[src/rtl/core/sbc_pkg.sv]
// Shared types, constants and drive table for the sensorless BLDC commutator.
`timescale 1ns / 1ps

package sbc_pkg;

	localparam int MAX_FILTER_SAMPLES = 8;
	localparam int SAMPLE_W           = 8;
	localparam int IV_W               = 20;
	localparam int PERIOD_W           = 16;
	localparam int CNT_W              = 18;

	localparam logic [IV_W-1:0] IV_MAX = {IV_W{1'b1}};

	// x / 6 == (x * ceil(2^23 / 6)) >> 23, exact for x < 2^21
	localparam int                DIV6_SHIFT = 23;
	localparam logic [20:0]       DIV6_MUL   = 21'd1398102;
	localparam int                DIV6_PROD_W = IV_W + 21;

	localparam logic [3:0]        FILTER_RST  = 4'd3;
	localparam logic [7:0]        STARTUP_RST = 8'd60;
	localparam logic [IV_W-1:0]   TIMEOUT_RST = 20'd50000;
	localparam logic [IV_W-1:0]   AVG_RST     = 20'd10000;

	localparam logic [1:0] CFG_FILTER  = 2'd0;
	localparam logic [1:0] CFG_STARTUP = 2'd1;
	localparam logic [1:0] CFG_TIMEOUT = 2'd2;

	localparam logic [1:0] DRV_FLOAT = 2'd0;
	localparam logic [1:0] DRV_LOW   = 2'd1;
	localparam logic [1:0] DRV_PWM   = 2'd2;

	typedef enum logic [1:0] {
		MODE_STOPPED = 2'd0,
		MODE_OPEN    = 2'd1,
		MODE_CLOSED  = 2'd2
	} mode_t;

	typedef enum logic [1:0] {
		ZC_NONE     = 2'd0,
		ZC_ACCEPTED = 2'd1,
		ZC_EARLY    = 2'd2,
		ZC_UNSTABLE = 2'd3
	} zc_t;

	typedef struct packed {
		logic [3:0]      filter_samples;
		logic [7:0]      startup_steps;
		logic [IV_W-1:0] timeout_us;
	} cfg_t;

	typedef struct packed {
		logic                enable;
		logic [PERIOD_W-1:0] step_period_us;
		logic                zc_edge;
		logic [SAMPLE_W-1:0] comp_samples;
	} item_t;

	typedef struct packed {
		logic [1:0]      phase_a;
		logic [1:0]      phase_b;
		logic [1:0]      phase_c;
		logic            expect_rising;
		logic [1:0]      run_mode;
		logic            commutated;
		logic [1:0]      zc_status;
		logic            timed_out;
		logic [IV_W-1:0] interval_us;
	} res_t;

	// Pattern of the step before step_index, returned as {c, b, a}
	function automatic logic [5:0] phase_drive(input logic [2:0] step);
		logic [5:0] d;
		case (step)
			3'd0:    d = {DRV_LOW,   DRV_FLOAT, DRV_PWM};
			3'd1:    d = {DRV_FLOAT, DRV_LOW,   DRV_PWM};
			3'd2:    d = {DRV_PWM,   DRV_LOW,   DRV_FLOAT};
			3'd3:    d = {DRV_PWM,   DRV_FLOAT, DRV_LOW};
			3'd4:    d = {DRV_FLOAT, DRV_PWM,   DRV_LOW};
			3'd5:    d = {DRV_LOW,   DRV_PWM,   DRV_FLOAT};
			3'd6:    d = {DRV_LOW,   DRV_FLOAT, DRV_PWM};
			default: d = {DRV_FLOAT, DRV_LOW,   DRV_PWM};
		endcase
		return d;
	endfunction

endpackage

[src/rtl/core/sbc_zc_filter.sv]
// Comparator sample stability check for a back-EMF edge.
`timescale 1ns / 1ps

module sbc_zc_filter (
	input  logic [3:0]                  filter_samples,
	input  logic                        rising,
	input  logic [sbc_pkg::SAMPLE_W-1:0] samples,
	output logic                        stable
);

	logic [3:0]                   n_use;
	logic [sbc_pkg::SAMPLE_W-1:0] mask;
	logic                         want;

	always_comb begin
		n_use = (filter_samples > 4'(sbc_pkg::MAX_FILTER_SAMPLES)) ?
			4'(sbc_pkg::MAX_FILTER_SAMPLES) : filter_samples;
		for (int i = 0; i < sbc_pkg::SAMPLE_W; i++) begin
			mask[i] = (4'(i) < n_use);
		end
		want   = ~rising;
		stable = (((samples ^ {sbc_pkg::SAMPLE_W{want}}) & mask) == '0);
	end

endmodule

[src/rtl/core/sbc_ctrl.sv]
// Commutation state registers and single-pass next-state logic.
`timescale 1ns / 1ps

module sbc_ctrl (
	input  logic           clk,
	input  logic           arst_n,
	input  logic           adv,
	input  sbc_pkg::item_t item,
	input  sbc_pkg::cfg_t  cfg,
	output sbc_pkg::res_t  res
);

	sbc_pkg::mode_t                 mode_q, n_mode, cur_mode;
	logic [2:0]                     step_q, n_step, step_next;
	logic [7:0]                     scount_q, n_scount;
	logic [sbc_pkg::PERIOD_W-1:0]   owait_q, n_owait, cur_wait;
	logic [sbc_pkg::IV_W-1:0]       since_q, n_since, since_inc;
	logic [sbc_pkg::IV_W-1:0]       avg_q, n_avg;
	logic [sbc_pkg::CNT_W-1:0]      cnt_q, n_cnt, cnt_eff, avg_div6;
	logic                           armed_q, n_armed;
	logic                           pend_q, n_pend;
	logic                           rising_q, n_rising;
	logic [sbc_pkg::DIV6_PROD_W-1:0] div_prod;
	logic [sbc_pkg::IV_W+1:0]       acc_sum;
	logic                           fire, rise_chk, stable, early;
	logic                           comm, tout;
	sbc_pkg::zc_t                   status;

	// countdown is loaded one tick late from the stored average
	assign div_prod  = sbc_pkg::DIV6_PROD_W'(avg_q) *
		sbc_pkg::DIV6_PROD_W'(sbc_pkg::DIV6_MUL);
	assign avg_div6  = div_prod[sbc_pkg::DIV6_SHIFT +: sbc_pkg::CNT_W];
	assign cnt_eff   = pend_q ? avg_div6 : cnt_q;
	assign fire      = armed_q && (cnt_eff <= sbc_pkg::CNT_W'(1));
	assign step_next = (step_q >= 3'd5) ? 3'd0 : step_q + 3'd1;
	assign rise_chk  = fire ? ~step_q[0] : rising_q;
	assign since_inc = (since_q == sbc_pkg::IV_MAX) ? since_q :
		since_q + sbc_pkg::IV_W'(1);
	assign early     = since_inc < (avg_q >> 1);
	assign acc_sum   = (sbc_pkg::IV_W+2)'(since_inc) + (sbc_pkg::IV_W+2)'({avg_q, 1'b0}) +
		(sbc_pkg::IV_W+2)'(avg_q);

	sbc_zc_filter u_filter (
		.filter_samples (cfg.filter_samples),
		.rising         (rise_chk),
		.samples        (item.comp_samples),
		.stable         (stable)
	);

	always_comb begin
		n_mode   = mode_q;
		n_step   = step_q;
		n_scount = scount_q;
		n_owait  = owait_q;
		n_since  = since_q;
		n_avg    = avg_q;
		n_cnt    = cnt_q;
		n_armed  = armed_q;
		n_pend   = 1'b0;
		n_rising = rising_q;
		comm     = 1'b0;
		tout     = 1'b0;
		status   = sbc_pkg::ZC_NONE;
		cur_mode = mode_q;
		cur_wait = owait_q;
		if (!item.enable) begin
			n_mode   = sbc_pkg::MODE_STOPPED;
			n_step   = 3'd0;
			n_scount = '0;
			n_owait  = '0;
			n_since  = '0;
			n_armed  = 1'b0;
			n_cnt    = '0;
		end else begin
			if (mode_q == sbc_pkg::MODE_STOPPED) begin
				cur_mode = sbc_pkg::MODE_OPEN;
				cur_wait = '0;
				n_mode   = sbc_pkg::MODE_OPEN;
				n_owait  = '0;
			end
			if (cur_mode == sbc_pkg::MODE_OPEN) begin
				if (cur_wait > sbc_pkg::PERIOD_W'(1)) begin
					n_owait = cur_wait - sbc_pkg::PERIOD_W'(1);
				end else if (scount_q >= cfg.startup_steps) begin
					n_mode  = sbc_pkg::MODE_CLOSED;
					n_avg   = sbc_pkg::IV_W'(item.step_period_us);
					n_since = '0;
					n_armed = 1'b0;
					n_cnt   = '0;
					n_owait = '0;
				end else begin
					n_rising = ~step_q[0];
					n_step   = step_next;
					comm     = 1'b1;
					n_scount = (scount_q == 8'hFF) ? scount_q : scount_q + 8'd1;
					n_owait  = item.step_period_us;
				end
			end else begin
				if (armed_q) begin
					if (fire) begin
						n_cnt    = '0;
						n_armed  = 1'b0;
						n_rising = ~step_q[0];
						n_step   = step_next;
						comm     = 1'b1;
					end else begin
						n_cnt = cnt_eff - sbc_pkg::CNT_W'(1);
					end
				end
				n_since = since_inc;
				if (item.zc_edge) begin
					if (early) begin
						status = sbc_pkg::ZC_EARLY;
					end else if (!stable) begin
						status = sbc_pkg::ZC_UNSTABLE;
					end else begin
						status  = sbc_pkg::ZC_ACCEPTED;
						n_avg   = acc_sum[sbc_pkg::IV_W+1:2];
						n_since = '0;
						n_armed = 1'b1;
						n_pend  = 1'b1;
					end
				end
				if (n_since > cfg.timeout_us) begin
					tout     = 1'b1;
					n_mode   = sbc_pkg::MODE_OPEN;
					n_scount = '0;
					n_owait  = '0;
					n_armed  = 1'b0;
					n_cnt    = '0;
					n_pend   = 1'b0;
				end
			end
		end
	end

	always_comb begin
		if (n_mode == sbc_pkg::MODE_STOPPED) begin
			{res.phase_c, res.phase_b, res.phase_a} = '0;
		end else begin
			{res.phase_c, res.phase_b, res.phase_a} = sbc_pkg::phase_drive(n_step);
		end
		res.expect_rising = n_rising;
		res.run_mode      = n_mode;
		res.commutated    = comm;
		res.zc_status     = status;
		res.timed_out     = tout;
		res.interval_us   = n_avg;
	end

	always_ff @(posedge clk or negedge arst_n) begin
		if (!arst_n) begin
			mode_q   <= sbc_pkg::MODE_STOPPED;
			step_q   <= 3'd0;
			scount_q <= '0;
			owait_q  <= '0;
			since_q  <= '0;
			avg_q    <= sbc_pkg::AVG_RST;
			cnt_q    <= '0;
			armed_q  <= 1'b0;
			pend_q   <= 1'b0;
			rising_q <= 1'b1;
		end else if (adv) begin
			mode_q   <= n_mode;
			step_q   <= n_step;
			scount_q <= n_scount;
			owait_q  <= n_owait;
			since_q  <= n_since;
			avg_q    <= n_avg;
			cnt_q    <= n_cnt;
			armed_q  <= n_armed;
			pend_q   <= n_pend;
			rising_q <= n_rising;
		end
	end

`ifndef NO_ASSERTIONS
	a_armed_closed: assert property (@(posedge clk) disable iff (!arst_n)
		armed_q |-> (mode_q == sbc_pkg::MODE_CLOSED))
		else $error("commutation scheduled outside closed loop");
	a_pend_armed: assert property (@(posedge clk) disable iff (!arst_n)
		pend_q |-> armed_q)
		else $error("pending countdown load without schedule");
	a_step_range: assert property (@(posedge clk) disable iff (!arst_n)
		step_q <= 3'd5)
		else $error("step index out of range");
`endif

endmodule

[src/rtl/core/sensorless_bldc_commutator_core.sv]
// An accepted beat is held in the input register, then its result is captured in the result register.
// Throughput: one beat per cycle unless m_axis_tready stalls; single state pass per tick.
// The scheduled-commutation countdown is loaded from the stored average one tick late.
// Reset (arst_n low): stopped, average 10000, registers at defaults.
// Registers reset to filter_samples 3, startup_steps 60, timeout_us 50000.
`timescale 1ns / 1ps

module sensorless_bldc_commutator_core (
	input  logic        clk,
	input  logic        arst_n,
	input  logic        s_axis_tvalid,
	output logic        s_axis_tready,
	// [0] enable, [16:1] step_period_us, [17] zc_edge, [25:18] comp_samples
	input  logic [31:0] s_axis_tdata,
	output logic        m_axis_tvalid,
	input  logic        m_axis_tready,
	// [1:0] phase_a, [3:2] phase_b, [5:4] phase_c, [6] expect_rising,
	// [8:7] run_mode, [9] commutated, [11:10] zc_status, [12] timed_out,
	// [32:13] interval_us
	output logic [39:0] m_axis_tdata,
	input  logic        cfg_we,
	input  logic [1:0]  cfg_addr,
	input  logic [19:0] cfg_wdata
);

	sbc_pkg::cfg_t  cfg_q;
	sbc_pkg::item_t item_s1;
	sbc_pkg::res_t  res_next, res_q;
	logic           valid_s1, out_valid_q, adv;

	assign adv           = valid_s1 && (!out_valid_q || m_axis_tready);
	assign s_axis_tready = !valid_s1 || adv;
	assign m_axis_tvalid = out_valid_q;
	assign m_axis_tdata  = {7'd0, res_q.interval_us, res_q.timed_out, res_q.zc_status,
		res_q.commutated, res_q.run_mode, res_q.expect_rising,
		res_q.phase_c, res_q.phase_b, res_q.phase_a};

	always_ff @(posedge clk or negedge arst_n) begin
		if (!arst_n) begin
			cfg_q.filter_samples <= sbc_pkg::FILTER_RST;
			cfg_q.startup_steps  <= sbc_pkg::STARTUP_RST;
			cfg_q.timeout_us     <= sbc_pkg::TIMEOUT_RST;
		end else if (cfg_we) begin
			unique case (cfg_addr)
				sbc_pkg::CFG_FILTER:  cfg_q.filter_samples <= cfg_wdata[3:0];
				sbc_pkg::CFG_STARTUP: cfg_q.startup_steps  <= cfg_wdata[7:0];
				sbc_pkg::CFG_TIMEOUT: cfg_q.timeout_us     <= cfg_wdata;
				default: ;
			endcase
		end
	end

	always_ff @(posedge clk or negedge arst_n) begin
		if (!arst_n) begin
			valid_s1    <= 1'b0;
			out_valid_q <= 1'b0;
		end else begin
			if (s_axis_tready) begin
				valid_s1 <= s_axis_tvalid;
			end
			if (adv) begin
				out_valid_q <= 1'b1;
			end else if (m_axis_tready) begin
				out_valid_q <= 1'b0;
			end
		end
	end

	always_ff @(posedge clk) begin
		if (s_axis_tvalid && s_axis_tready) begin
			item_s1.enable         <= s_axis_tdata[0];
			item_s1.step_period_us <= s_axis_tdata[16:1];
			item_s1.zc_edge        <= s_axis_tdata[17];
			item_s1.comp_samples   <= s_axis_tdata[25:18];
		end
		if (adv) begin
			res_q <= res_next;
		end
	end

	sbc_ctrl u_ctrl (
		.clk    (clk),
		.arst_n (arst_n),
		.adv    (adv),
		.item   (item_s1),
		.cfg    (cfg_q),
		.res    (res_next)
	);

`ifndef NO_ASSERTIONS
	a_adv_out: assert property (@(posedge clk) disable iff (!arst_n)
		adv |=> m_axis_tvalid)
		else $error("advanced beat did not reach the result register");
	a_hold_s1: assert property (@(posedge clk) disable iff (!arst_n)
		(valid_s1 && !adv) |=> valid_s1)
		else $error("input stage dropped a beat");
	a_tout_mode: assert property (@(posedge clk) disable iff (!arst_n)
		(m_axis_tvalid && res_q.timed_out) |-> (res_q.run_mode == sbc_pkg::MODE_OPEN))
		else $error("timeout without fallback to open loop");
	a_acc_mode: assert property (@(posedge clk) disable iff (!arst_n)
		(m_axis_tvalid && (res_q.zc_status == sbc_pkg::ZC_ACCEPTED))
		|-> (res_q.run_mode == sbc_pkg::MODE_CLOSED))
		else $error("accepted crossing outside closed loop");
`endif

endmodule

[config.mk]
export PLATFORM = sky130hd
export DESIGN_NAME = sensorless_bldc_commutator_core
export DESIGN_NICKNAME = d
export VERILOG_FILES = /design/src/rtl/core/sbc_pkg.sv /design/src/rtl/core/sbc_zc_filter.sv /design/src/rtl/core/sbc_ctrl.sv /design/src/rtl/core/sensorless_bldc_commutator_core.sv
export SDC_FILE = /design/constraint.sdc
export NUM_CORES = 1
export LEC_CHECK = 0
export BUFFER_PORTS_ARGS = -buffer_cell sky130_fd_sc_hd__buf_2
export CAP_MARGIN = 25
export CORE_MARGIN = 10
export CORE_UTILIZATION = 55
export DETAILED_ROUTE_END_ITERATION = 10
export PLACE_DENSITY_LB_ADDON = 0.15
export SLEW_MARGIN = 20
export SYNTH_ARGS = -nofsm -noshare
export SYNTH_HDL_FRONTEND = slang
export SYNTH_SLANG_ARGS = --single-unit
[constraint.sdc]
create_clock -name clk -period 10.6 [get_ports clk]
set_input_delay 1.06 -clock clk [delete_from_list [all_inputs] [get_ports clk]]
set_output_delay 1.06 -clock clk [all_outputs]
set_load 0.03 [all_outputs]
# [Word level (Yosys, flattened, before mapping)]
# Cells that the tools add are included.
# W data, S select, Z words.
[word_totals] reg_bits=183 latch_bits=0 ramBits=0 mem_bits_ro=0 inputBits=59 output_inout_bits=42 elab_cells=183 mem_count=0
[classes] n_addsub=7 multipliers=1 n_div=0 n_lt_le_gt_ge=15 eq_ne=16 n_shift=0 mux=86 bitwise_logic=6 reduce_logical=23
[ops] cell="$mux W20" count=17
[ops] cell="$mux W18" count=8
[ops] cell="$mux W16" count=7
[ops] cell="$mux W8" count=6
[ops] cell="$mul A20 B20 Y40 const B" count=1
[ops] cell="$mux W1" count=30
[ops] cell="$pmux W6 S5" count=1
[ops] cell="$add A20 B21 Y22" count=1
[ops] cell="$add A22 B20 Y22" count=1
[ops] cell="$mux W3" count=7
[ops] cell="$add A20 B1 Y20 const B" count=1
[ops] cell="$eq A20 B20 Y1 const B" count=1
[ops] cell="$gt A20 B20 Y1" count=1
[ops] cell="$lt A20 B19 Y1" count=1
[ops] cell="$le A18 B1 Y1 const B" count=1
[ops] cell="$mux W2" count=9
[ops] cell="$sub A18 B1 Y18 const B" count=1
[ops] cell="$gt A16 B1 Y1 const B" count=1
[ops] cell="$lt A3 B4 Y1 const A" count=4
[ops] cell="$sub A16 B1 Y16 const B" count=1
[ops] cell="$ne A3 B3 Y1 const B" count=4
[ops] cell="$eq A3 B3 Y1 const B" count=3
[ops] cell="$add A8 B1 Y8 const B" count=1
[ops] cell="$and A8 B8 Y8" count=1
[ops] cell="other kinds (29)" count=45

# [Logic depth before layout (Yosys ltp)]
# Gate-level depths: netlist (run 1).
[depth] depth_word=19 depth_mapped=46 depth_no_buf=43

# [Cells and area by module]
# Synthesis (run 1) repeated with hierarchy kept, for this count alone.
[hier_totals] cells_unflattened=2077 hier_area_um2=19479.9
[modules_own_cells] mod="sbc_ctrl" n_inst=1 cells_per_inst=1906 area_per_inst_um2=16140.5 seq_area_each_um2=2259.7
[modules_own_cells] mod="sensorless_bldc_commutator_core" n_inst=1 cells_per_inst=144 area_per_inst_um2=3178.0 seq_area_each_um2=2637.5
[modules_own_cells] mod="sbc_zc_filter" n_inst=1 cells_per_inst=27 area_per_inst_um2=161.4 seq_area_each_um2=0.0

# [Least setup slack after synthesis (run 1)]
# OpenSTA, ideal clock, no wires.
[synth_path] path_kind="register to register" from="register u_ctrl.avg_q[4] (netlist name)" to="register u_ctrl.owait_q[5] (netlist name)" setup_ps=95 arrival_ps=9800 required_ps=10505 slack_ps=704 path_stages_with_launch=46 path_buffers=6 period_less_slack_ps=9896 cell_sequence="dfstp_2 > ha_1 > xor2_1 > ha_1 > nand2b_1 > fa_1 > inv_1 > fa_1 > inv_1 > fa_1 > inv_1 > fa_1 > inv_1 > ha_1 > ha_1 > buf_2 > nand4_2 > or4_1 > (+10 left out) > buf_6 > buf_4 > buf_2 > nor2_1 > ha_1 > a21o_1 > a21o_1 > a21o_1 > a21o_1 > a21o_1 > a21oi_1 > o21ai_0 > o21a_1 > o21ai_0 > clkbuf_1 > clkbuf_1 > nand2_1 > o31ai_1"
[synth_between] elab_chain_cells=18 elab_cells_between_ends=19 classes_between="mul: 1; order compare: 3; mux: 10; bitwise: 3; reduce/logical: 2"
[synth_lines] item="start, declared" line="sbc_ctrl.sv:18" rtl="logic [sbc_pkg::IV_W-1:0] avg_q, n_avg;"
[synth_lines] item="start signal, assigned" line="sbc_ctrl.sv:158" rtl="avg_q <= sbc_pkg::AVG_RST;"
[synth_lines] item="start signal, assigned" line="sbc_ctrl.sv:169" rtl="avg_q <= n_avg;"
[synth_lines] item="$mul A20 B20 Y40" line="sbc_ctrl.sv:30" rtl="assign div_prod = sbc_pkg::DIV6_PROD_W'(avg_q) *"
[synth_lines] item="$mux W18" line="sbc_ctrl.sv:33" rtl="assign cnt_eff = pend_q ? avg_div6 : cnt_q;"
[synth_lines] item="$le A18 B1 Y1" line="sbc_ctrl.sv:34" rtl="assign fire = armed_q && (cnt_eff <= sbc_pkg::CNT_W'(1));"
[synth_lines] item="$logic_and A1 B1 Y1" line="sbc_ctrl.sv:34"
[synth_lines] item="$mux W1" line="sbc_ctrl.sv:36" rtl="assign rise_chk = fire ? ~step_q[0] : rising_q;"
[synth_lines] item="$not A1 Y1" line="sbc_zc_filter.sv:21" rtl="want = ~rising;"
[synth_lines] item="$xor A8 B8 Y8" line="sbc_zc_filter.sv:22" rtl="stable = (((samples ^ {sbc_pkg::SAMPLE_W{want}}) & mask) == '0);"
[synth_lines] item="$and A8 B8 Y8" line="sbc_zc_filter.sv:22"
[synth_lines] item="(+2 left out)"
[synth_lines] item="$mux W20 (*)" line="sbc_ctrl.sv:112" rtl="if (early) begin"
[synth_lines] item="$mux W20 (*)" line="sbc_ctrl.sv:111" rtl="if (item.zc_edge) begin"
[synth_lines] item="$mux W20 (*)" line="sbc_ctrl.sv:81" rtl="if (cur_mode == sbc_pkg::MODE_OPEN) begin"
[synth_lines] item="$mux W20 (*)" line="sbc_ctrl.sv:66" rtl="if (!item.enable) begin"
[synth_lines] item="$gt A20 B20 Y1 (*)" line="sbc_ctrl.sv:124" rtl="if (n_since > cfg.timeout_us) begin"
[synth_lines] item="$mux W16 (*)" line="sbc_ctrl.sv:124"
[synth_lines] item="$mux W16 (*)" line="sbc_ctrl.sv:81"
[synth_lines] item="$mux W16 (*)" line="sbc_ctrl.sv:66"
[synth_lines] item="end signal, assigned" line="sbc_ctrl.sv:167" rtl="owait_q <= n_owait;"
[synth_lines] item="end, declared" line="sbc_ctrl.sv:16" rtl="logic [sbc_pkg::PERIOD_W-1:0] owait_q, n_owait, cur_wait;"
# Mark *: on every way between the ends. The rest lies on a longest branch, timed or not. The select of a mux whose other input is x is not followed.
# A chain may end at the register's enable or synchronous reset.

# [Worst setup path after layout (run 1)]
[layout_path] from="register u_ctrl.avg_q[4] (netlist name)" to="register u_ctrl.cnt_q[17] (netlist name)"
[layout_between] elab_chain_cells=18 elab_cells_between_ends=24 classes_between="add/sub: 1; mul: 1; order compare: 3; eq/ne: 1; mux: 12; bitwise: 3; reduce/logical: 3"
[layout_lines] item="$mul A20 B20 Y40" line="sbc_ctrl.sv:30"
[layout_lines] item="$mux W18" line="sbc_ctrl.sv:33"
[layout_lines] item="$le A18 B1 Y1" line="sbc_ctrl.sv:34"
[layout_lines] item="$logic_and A1 B1 Y1" line="sbc_ctrl.sv:34"
[layout_lines] item="$mux W1" line="sbc_ctrl.sv:36"
[layout_lines] item="$not A1 Y1" line="sbc_zc_filter.sv:21"
[layout_lines] item="$xor A8 B8 Y8" line="sbc_zc_filter.sv:22"
[layout_lines] item="$and A8 B8 Y8" line="sbc_zc_filter.sv:22"
[layout_lines] item="(+2 left out)"
[layout_lines] item="$mux W20" line="sbc_ctrl.sv:112"
[layout_lines] item="$mux W20" line="sbc_ctrl.sv:111"
[layout_lines] item="$mux W20" line="sbc_ctrl.sv:81"
[layout_lines] item="$mux W20" line="sbc_ctrl.sv:66"
[layout_lines] item="$gt A20 B20 Y1" line="sbc_ctrl.sv:124"
[layout_lines] item="$mux W18" line="sbc_ctrl.sv:124"
[layout_lines] item="$mux W18" line="sbc_ctrl.sv:81"
[layout_lines] item="$mux W18" line="sbc_ctrl.sv:66"
[layout_lines] item="end signal, assigned" line="sbc_ctrl.sv:170" rtl="cnt_q <= n_cnt;"
[layout_lines] item="end, declared" line="sbc_ctrl.sv:19" rtl="logic [sbc_pkg::CNT_W-1:0] cnt_q, n_cnt, cnt_eff, avg_div6;"
# Parallel ways exist; a longest one is shown, timed or not. The select of a mux whose other input is x is not followed.

==> results of run 1 <==
-- cell type report --
cell class              count  area, sq um
flip-flops and latches    183         4900
well taps                 461          577
multi-input cells        1534        13500
fillers                  3070        13800
clock buffers              18          450
repair buffers            151          958
inverters                 353         1330
clock inverters            14          128
-- layer usage --
layer  share of wire [%]  vias to the layer above  track usage [%]  wire length, um
li1                    -                     7656                -                -
met1                  41                     7998             31.1            22400
met2                  50                      533             43.7            27600
met3                 6.2                       81             3.32             3410
met4                 2.4                        0             7.12             1310
met5                   0                        -                0                0
-- metrics by stage --
step / setup WS, ns / TNS (ns) / hold WS [ns]
3_3_place_gp: 0.124 / 0 / 0.466
4_1_cts: 0.0108 / 0 / 0.500
3_5_place_dp: -0.0214 / -0.0872 / 0.488
5_1_grt: -0.0358 / -0.0539 / 0.524
2_1_floorplan: 0.704 / 0 / 0.457
6_report: 0.428 / 0 / 0.501
-- what timing repair did --
action | CTS | global route
gates cloned | 0 | 1
pin swaps | 0 | 8
gates resized for setup | 2 | 38
hold endpoints to repair | 0 | 0
setup endpoints to repair | 18 | 47
buffers inserted | 0 | 6
-- Yosys cell counts (41+ instances only) --
| master | count |
|---|---|
| xnor2_1 | 41 |
| a21o_1 | 42 |
| dfrtp_1 | 106 |
| fa_1 | 155 |
| a21oi_1 | 98 |
| nor2_1 | 119 |
| edfxtp_1 | 59 |
| nor3_1 | 45 |
| ha_1 | 261 |
| nand2_1 | 137 |
| inv_1 | 352 |
| nand3_1 | 45 |
| clkbuf_1 | 53 |
| o21ai_0 | 95 |
-- report_power, final --
group	total [mW]	internal, mW	switching (mW)
Combinational	0.947	0.371	0.576
Sequential	0.908	0.827	0.0810
Clock	0.638	0.325	0.313
Total	2.49	1.52	0.970
-- kinds of logic after synthesis --
kind of cell             after synthesis  share of synthesized area, %
other                                  1                        0.0188
buffers and inverters                428                          8.38
adder cells (fa/ha/maj)              417                          32.0
multiplexers                          51                          2.85
XOR/XNOR                              75                          3.30
AO/OA/AOI/OAI                        486                          16.7
AND/OR/NAND/NOR                      498                          12.2
flip-flops                           183                          24.6
-- worst paths after layout --
kind                                           end  cells past startpoint  slack (ns)
worst max register to register    u_ctrl.cnt_q[17]                     41        0.43
worst min-delay path               u_ctrl.rising_q                      2        0.50
worst min register to register     u_ctrl.rising_q                      2        0.50
max in group asynchronous          u_ctrl.avg_q[9]                      3        8.68
worst max-delay path              u_ctrl.cnt_q[17]                     41        0.43
min in group asynchronous       u_ctrl.scount_q[4]                      1        0.66
-- registers in the layout, summed over array words and instances, names as in the netlist, 3 cells and up --
name,cells
u_ctrl.cnt_q,18
m_axis_tdata,33
cfg_q,32
u_ctrl.step_q,3
u_ctrl.scount_q,8
u_ctrl.since_q,20
u_ctrl.avg_q,20
u_ctrl.owait_q,16
item_s1,26
-- tightest hold or removal path: cells and delay by family, from the launching register on --
kind           cells  cell delay, ns
AO/OA/AOI/OAI      2            0.13
flip-flops         1            0.37
==> results.ini, run 1 <==
[setup_path]
required_ns=10.98
crit_type=reg -> reg
slowest_delay_ns=0.62
start_kind=register
r2r-start=u_ctrl.avg_q[4]
slowest_stage=dfstp_2
cp_num_buf_inv=7
critical-path-top-delay-family=adder cells
critPathLaunch=u_ctrl.avg_q[4]
crit_arrival_ns=10.55
end_kind=register
crit_path_max_fanout=20

[global_routing]
grt_remaining_overflow=0
grt_use_total_pct=24.8
grt_max_degree=78
first_global_vias=16400
grt_pass1_wl_mm=87.7
antenna_found_initial=0

[sta]
slew_headroom_pct=32.5
setup_viol=0
drv_slew=0
fin_crit_ns=10.17
tightest_slew_ns=1.01
hold_viol=0
finClkSkew_ns=0.0110
timing.final.crit_share_pct=96.0
max_freq_mhz=98.3

[cells_and_area]
final_common_cell=inv_1
final_util_pct=61.3
fin_cells=2714
area_delta_synth_final_pct=9.76
fin_nets=2715
layout_common_cells=inv_1 (351), ha_1 (253), fa_1 (154), nand2_1 (137), nor2_1 (115)
final_area_sq_mm=0.0219
drive_gt1_share_pct=13.0
antenna_cells=0

[synthesis]
ys.warnings.count=0
ys_seq_elements=183
synth_area_sq_mm=0.0199
synth_cell_types=88
synth_edf_count=59
ys_top_cells_by_area=ha_1 (16%), fa_1 (16%), dfrtp_1 (13%)
synth_cells=2139
yosys.area.top_type_share_pct=16.4
synth_top_area_cell=ha_1
synth_flop_cell=dfrtp_1
synthArstFlopShare_pct=67.8
synth_seq_area_share_pct=24.6
syn_avg_cell_area_sq_um=9.31

[floorplan]
fp.dieArea_sq_mm=0.0442
die_w_um=210
ioPinCount=101
core_area_sq_mm=0.0357
core.rowCount=69
die_height_um=210
start_util_pct=55.8

[clocking]
clockBufferDepth=2
clk_pin_slew_ns=0.07
htree_levels=4
cts_inserted_buffers=17
cts_tree=built
hold_buffers=0
clock_sinks=183
clk_latency_ns=0.45
cts-root-buf=clkbuf_16

[worst_hold_path]
hold_start=u_ctrl.rising_q
hp-class=reg -> reg

[placed_design]
dp.cells=2674
gp_congestion=0.967
portBuffers=87
place_area_sq_mm=0.0211
hpwl_mm=44.4

[job]
cap_violations=0

[routing]
avgViaCountPerCell=5.99
drt_iter0_drc=1271
ant_nets=0
wire_per_inst_um=20.2
drc=0
vias=16300
dr.pass1.iters=6
wl_mm=54.7

[outcome]
status=finished clean

[power]
finalPower_mw=2.49
powerDensity_mw_per_mm2=114
p_leak_nw=11.1
ir_drop_v=0.000181

No activity file was read; power rests on OpenSTA's default activity.
==> run 2: changes to the inputs <==
--- a/config.mk
+++ b/config.mk
@@ -5,13 +5,15 @@
 export SDC_FILE = /design/constraint.sdc
 export NUM_CORES = 1
 export LEC_CHECK = 0
+export ABC_AREA = 1
 export BUFFER_PORTS_ARGS = -buffer_cell sky130_fd_sc_hd__buf_2
 export CAP_MARGIN = 25
+export CELL_PAD_IN_SITES_DETAIL_PLACEMENT = 1
+export CELL_PAD_IN_SITES_GLOBAL_PLACEMENT = 1
 export CORE_MARGIN = 10
-export CORE_UTILIZATION = 55
+export CORE_UTILIZATION = 43
 export DETAILED_ROUTE_END_ITERATION = 10
 export PLACE_DENSITY_LB_ADDON = 0.15
-export SLEW_MARGIN = 20
 export SYNTH_ARGS = -nofsm -noshare
 export SYNTH_HDL_FRONTEND = slang
 export SYNTH_SLANG_ARGS = --single-unit
==> run 2 against run 1 <==
- register-to-register slack improved by 0.27 ns
- critical path type unchanged
- setup slack improved by 0.27 ns
- final cell count increased by 27%
- critical endpoint is now u_ctrl.cnt_q[3]
- first-iteration DRC count decreased by 39%
- non-clock buffer count decreased by 19
- global-route usage decreased by 0.80 points
- area after synthesis increased by 4.2%
- highest routed layer unchanged
- via count increased by 10%
==> results.ini, run 2 <==
[synthesis]
synth_seq_area_share_pct=23.6  ; -1.0 points
yosys.area.top_type_share_pct=15.7  ; -0.67 points
syn_avg_cell_area_sq_um=7.64  ; -18%
synth_cells=2716  ; +27%
synth_cell_types=52  ; -41%
synthArstFlopShare_pct=67.8  ; unchanged
synth_top_area_cell=ha_1
synth_edf_count=59  ; unchanged
synth_flop_cell=dfrtp_1
ys_seq_elements=183  ; unchanged
yosysMostFrequentCell=inv_1
ys_top_cells_by_area=ha_1 (16%), fa_1 (15%), dfrtp_1 (13%)
ys.warnings.count=0  ; unchanged
synth_common_cells=inv_1 (659), nand2_1 (577), ha_1 (261)
synth_area_sq_mm=0.0208  ; +4.2%

[routing]
dr.pass1.iters=4  ; -2
drc=0  ; unchanged
wl_mm=66.6  ; +22%
vias=17900  ; +10%
avgViaCountPerCell=5.19  ; -13%
ant_nets=0  ; unchanged
wire_per_inst_um=19.3  ; -4.3%
drt_iter0_drc=772  ; -39%

[placed_design]
hpwl_mm=55.8  ; +26%
portBuffers=87  ; unchanged
place_area_sq_mm=0.0221  ; +4.8%
gp_congestion=0.953  ; -1.4%

[global_routing]
antenna_found_initial=0  ; unchanged
grt_use_total_pct=24.0  ; -0.80 points
first_global_vias=19700  ; +20%
grt_max_degree=81  ; +3.8%
grt_pass1_wl_mm=107  ; +22%
grt_remaining_overflow=0  ; unchanged

[setup_path]
slowest_delay_ns=0.65  ; +0.03 ns
start_kind=register
slowest_stage=dfstp_2
cpMostUsedCell=inv_1
end_kind=register
critical-path-top-delay-family=adder cells
crit_type=reg -> reg
crit_arrival_ns=10.32  ; -0.23 ns
required_ns=11.01  ; +0.03 ns
cp_num_buf_inv=13  ; +6
crit_path_max_fanout=10  ; -50%

[cells_and_area]
final_area_sq_mm=0.0228  ; +4.5%
fin_nets=3295  ; +21%
final_common_cell=inv_1
drive_gt1_share_pct=9.00  ; -4.0 points
layout_common_cells=inv_1 (658), nand2_1 (575), ha_1 (259), nor2_1 (187), fa_1 (155)
area_delta_synth_final_pct=10.0
antenna_cells=0  ; unchanged
largest_reg_flops=33  ; unchanged

[floorplan]
fp.dieArea_sq_mm=0.0575  ; +30%
die_height_um=240  ; +14%
core_area_sq_mm=0.0477  ; +34%
core.rowCount=80  ; +16%
start_util_pct=43.5  ; -12 points
die_w_um=240  ; +14%
ioPinCount=101  ; unchanged

[clocking]
hold_buffers=0  ; unchanged
cts-root-buf=clkbuf_16
htree_levels=4  ; unchanged
clk_latency_ns=0.50  ; +0.05 ns
clk_pin_slew_ns=0.07  ; about the same
clock_sinks=183  ; unchanged
cts_tree=built
cts_inserted_buffers=17  ; unchanged
clockBufferDepth=2  ; unchanged

[worst_hold_path]
hp-class=reg -> reg

[sta]
timing.final.crit_share_pct=93.4  ; -2.5 points
tightest_slew_ns=0.915  ; -0.0958 ns
tns_ns=0  ; unchanged
rsz0062_at_grt=no
slew_headroom_pct=38.6  ; +6.1 points
setup_viol=0  ; unchanged
drv_slew=0  ; unchanged
fin_crit_ns=9.90  ; -0.268 ns
finClkSkew_ns=0.0174  ; +0.00632 ns
max_freq_mhz=101  ; +2.7%
hold_viol=0  ; unchanged

[outcome]
status=finished clean

[job]
cap_violations=0  ; unchanged

## run 2: cell types whose count changed after synthesis, moves of 26 or more
cell,change
a311oi_1,-26
a21o_1,-37
mux2_2,-35
a2bb2oi_1,-30
inv_1,+307
nand2_1,+440
nand3_1,+72
nor2_1,+72
## run 2: kinds of logic after synthesis
group	Yosys count	share of synthesized area, %
compound gates	314	8.74
fa+ha+maj	416	30.7
simple gates	1014	20.7
xor+xnor	70	2.95
other cells	1	0.0181
buf+inv	718	13.3
flops	183	23.6
## run 2: layout make-up
class | instances | area [sq um]
Inverter | 665 | 2500
Timing Repair Buffer | 132 | 800
Tap cell | 615 | 769
Fill cell | 5961 | 24900
Multi-Input combinational cell | 1821 | 13200
Sequential cell | 183 | 4900
Clock buffer | 17 | 425
Clock inverter | 15 | 228
## run 2: through the flow
| step | util [%] | setup slack (ns) | hold WS, ns | instances |
|---|---|---|---|---|
| 2_1_floorplan | - | 1.81 | 0.448 | 2722 |
| 3_3_place_gp | 46.2 | 0.322 | 0.468 | 3414 |
| 3_5_place_dp | 46.2 | -0.00134 | 0.474 | 3414 |
| 4_1_cts | 47.6 | 0.0644 | 0.486 | 3446 |
| 5_1_grt | 47.8 | 0.00701 | 0.519 | 3448 |
| 6_report | 47.8 | 0.696 | 0.481 | 3448 |
## run 2: final timing paths
kind | start | to | slack (ns) | cells after the start
max in group asynchronous | arst_n | m_axis_tvalid | 8.79 | 2
min in group asynchronous | arst_n | u_ctrl.since_q[19] | 0.61 | 1
hold reg to reg | cfg_q[9] | cfg_q[9] | 0.48 | 2
setup / recovery | u_ctrl.avg_q[9] | u_ctrl.cnt_q[3] | 0.70 | 51
hold / removal | cfg_q[9] | cfg_q[9] | 0.48 | 2
setup reg to reg | u_ctrl.avg_q[9] | u_ctrl.cnt_q[3] | 0.70 | 51
## run 2: repair_timing
item | CTS | global route
endpoints found under the hold margin | 0 | 0
gates resized for setup | 1 | 22
setup endpoints to repair | 2 | 46
buffers inserted | 0 | 1
## run 2: layer usage
layer	GRT usage (%)	up-vias	share of wire, %
li1	-	8711	-
met1	28.1	8853	43
met2	43.7	246	52
met3	3.14	86	2.6
met4	8.74	0	3.2
met5	0	-	0
## run 2: tightest hold or removal path, cell delays in order, from the launching register on
cell and delay [ns]:
dfstp_2 0.36, inv_1 0.06, a21oi_1 0.06
Power of run 2 is not shown: default switching activity piles up to over one toggle a cycle in this logic, so the estimate is an artifact.
==> run 3: changes to the inputs <==
--- a/config.mk
+++ b/config.mk
@@ -11,7 +11,7 @@
 export CELL_PAD_IN_SITES_DETAIL_PLACEMENT = 1
 export CELL_PAD_IN_SITES_GLOBAL_PLACEMENT = 1
 export CORE_MARGIN = 10
-export CORE_UTILIZATION = 43
+export CORE_UTILIZATION = 51
 export DETAILED_ROUTE_END_ITERATION = 10
 export PLACE_DENSITY_LB_ADDON = 0.15
 export SYNTH_ARGS = -nofsm -noshare
==> constraint.sdc (replaced) <==
create_clock -name clk -period 12.5 [get_ports clk]
set_input_delay 1.25 -clock clk [delete_from_list [all_inputs] [get_ports clk]]
set_output_delay 1.25 -clock clk [all_outputs]
set_load 0.03 [all_outputs]
==> run 3 against run 2 <==
- global-route usage increased by 3.2 points
- flip-flop and latch count unchanged
- critical path depth decreased by 1
- clock-buffer cell count increased by 1
- first-iteration DRC count increased by 28%
- hold slack improved by 0.0070 ns
- utilization increased by 8.0 points
- final area decreased by 2.1%
- final cell count decreased by 3.5%
- routed wire length about the same
- critical path type unchanged
==> results.ini, run 3 (same netlist as run 2, synthesis figures left out) <==
[sta]
max_freq_mhz=86.6  ; -14%
timing.final.crit_share_pct=92.3  ; -1.1 points
finClkSkew_ns=0.0227  ; +0.00530 ns
slew_headroom_pct=37.1  ; -1.5 points
tightest_slew_ns=0.943  ; +0.0282 ns
fin_crit_ns=11.54  ; +1.64 ns
rsz0062_at_grt=no
drv_slew=0  ; unchanged
tns_ns=0  ; unchanged
hold_viol=0  ; unchanged
setup_viol=0  ; unchanged

[cells_and_area]
antenna_cells=0  ; unchanged
drive_gt1_share_pct=7.21  ; -1.8 points
fillers=5133  ; -14%
area_delta_synth_final_pct=7.69
largest_reg_flops=33  ; unchanged
multiInputGateArea_sq_mm=0.0131  ; -0.70%
fin_nets=3263  ; -0.97%
final_area_sq_mm=0.0224  ; -2.1%
fin_cells=3326  ; -3.5%
final_common_cell=inv_1
final_util_pct=55.9  ; +8.0 points
layout_common_cells=inv_1 (659), nand2_1 (577), ha_1 (261), nor2_1 (191), fa_1 (155)
regArea_sq_mm=0.00490  ; unchanged

[placed_design]
gp_congestion=0.925  ; -2.9%
dp.cells=3293  ; -3.5%
portBuffers=87  ; unchanged
place_area_sq_mm=0.0217  ; -1.6%
hpwl_mm=55.0  ; -1.5%

[global_routing]
antenna_found_initial=0  ; unchanged
grt_use_total_pct=27.2  ; +3.2 points
grt_pass1_wl_mm=107  ; about the same
grt_remaining_overflow=0  ; unchanged
grt_max_degree=64  ; -21%
first_global_vias=20300  ; +2.8%

[setup_path]
slowest_stage=dfstp_2
crit_type=reg -> reg
start_kind=register
reg2reg_slack_ns=0.96  ; +0.26 ns
r2r-start=u_ctrl.avg_q[4]
rr_endpoint=u_ctrl.cnt_q[16]
cpMostUsedCell=inv_1
crit_arrival_ns=11.96  ; +1.64 ns
rr_worst_depth=50  ; -2.0%
slowest_delay_ns=0.69  ; +0.04 ns
end_kind=register
required_ns=12.92  ; +1.91 ns
crit_path_max_fanout=26  ; +16

[routing]
drc=0  ; unchanged
vias=18300  ; +2.2%
wire_per_inst_um=20.0  ; +3.7%
ant_nets=0  ; unchanged
drt_iter0_drc=987  ; +28%
wl_mm=66.6  ; about the same
dr.pass1.iters=5  ; +1
avgViaCountPerCell=5.50  ; +5.9%

[clocking]
cts_tree=built
cts-root-buf=clkbuf_16
cts_resized=0  ; -1
htree_levels=4  ; unchanged
clk_pin_slew_ns=0.08  ; about the same
hold_buffers=0  ; unchanged
clockBufferDepth=2  ; unchanged
post-cts-setup-buffers=0  ; unchanged
clk_latency_ns=0.51  ; about the same
clock_sinks=183  ; unchanged
cts_inserted_buffers=17  ; unchanged

[floorplan]
die_height_um=222  ; -7.5%
die_w_um=222  ; -7.5%
start_util_pct=51.9  ; +8.4 points
fp.dieArea_sq_mm=0.0492  ; -14%
core.rowCount=73  ; -8.8%
ioPinCount=101  ; unchanged
core_area_sq_mm=0.0400  ; -16%

[job]
cap_violations=0  ; unchanged

[worst_hold_path]
hold_start=u_ctrl.cnt_q[0]
min_delay_worst_endpoint=u_ctrl.cnt_q[0]
hp-class=reg -> reg
hold_depth=2  ; unchanged

[outcome]
status=finished clean

[run 3: cell types whose count changed in the layout (fill, tap and decap cells not counted), moves of 3 or more]
cell      before  now
buf_4         44   13
nor2_1       187  191
nor3_1        26   30
nor3_2         4    0
clkinv_8       6    3
nor2_2        13   10
[run 3: worst max-delay path by stage]
stage	start	end	cells after the start
after global placement	u_ctrl.avg_q[4]	u_ctrl.cnt_q[2]	50
after CTS	u_ctrl.avg_q[5]	u_ctrl.cnt_q[2]	49
after detailed placement	u_ctrl.avg_q[4]	u_ctrl.cnt_q[17]	50
after floorplan	u_ctrl.avg_q[4]	u_ctrl.cnt_q[0]	51
final	u_ctrl.avg_q[4]	u_ctrl.cnt_q[16]	50
after global routing	u_ctrl.avg_q[4]	u_ctrl.cnt_q[2]	49
[run 3: worst max-delay path: cells and delay by family (launching register included)]
kind,cells,cell delay [ns]
buffers and inverters,10,1.35
and+or+nand+nor,21,3.94
DFF,1,0.69
xor gates and xnor gates,2,0.33
AOI/OAI and AO/OA,7,1.16
adders and majority gates,10,3.94
[run 3: final cells by class]
type	count	area share, %
multi-input combinational	1821	58.7
sequential	183	21.9
inverter	665	11.2
clock inverter	14	0.851
clock buffer	18	1.92
tap	525	2.94
timing repair buffer	100	2.49
[run 3: through the flow]
| stage | worst slack (ns) | hold WS (ns) |
|---|---|---|
| 2_1_floorplan | 3.71 | 0.448 |
| 3_3_place_gp | 1.45 | 0.467 |
| 3_5_place_dp | 0.995 | 0.474 |
| 4_1_cts | 0.962 | 0.492 |
| 5_1_grt | 0.117 | 0.510 |
| 6_report | 0.959 | 0.488 |
[run 3: per-layer routing]
layer | up-vias | track usage (%) | share of wire (%)
met2 | 410 | 49.3 | 51
met5 | - | 0 | 0
li1 | 8648 | - | -
met4 | 0 | 14.5 | 5.1
met3 | 164 | 3.64 | 3.4
met1 | 9059 | 30.3 | 40
Power of run 3 is left out for the same reason.
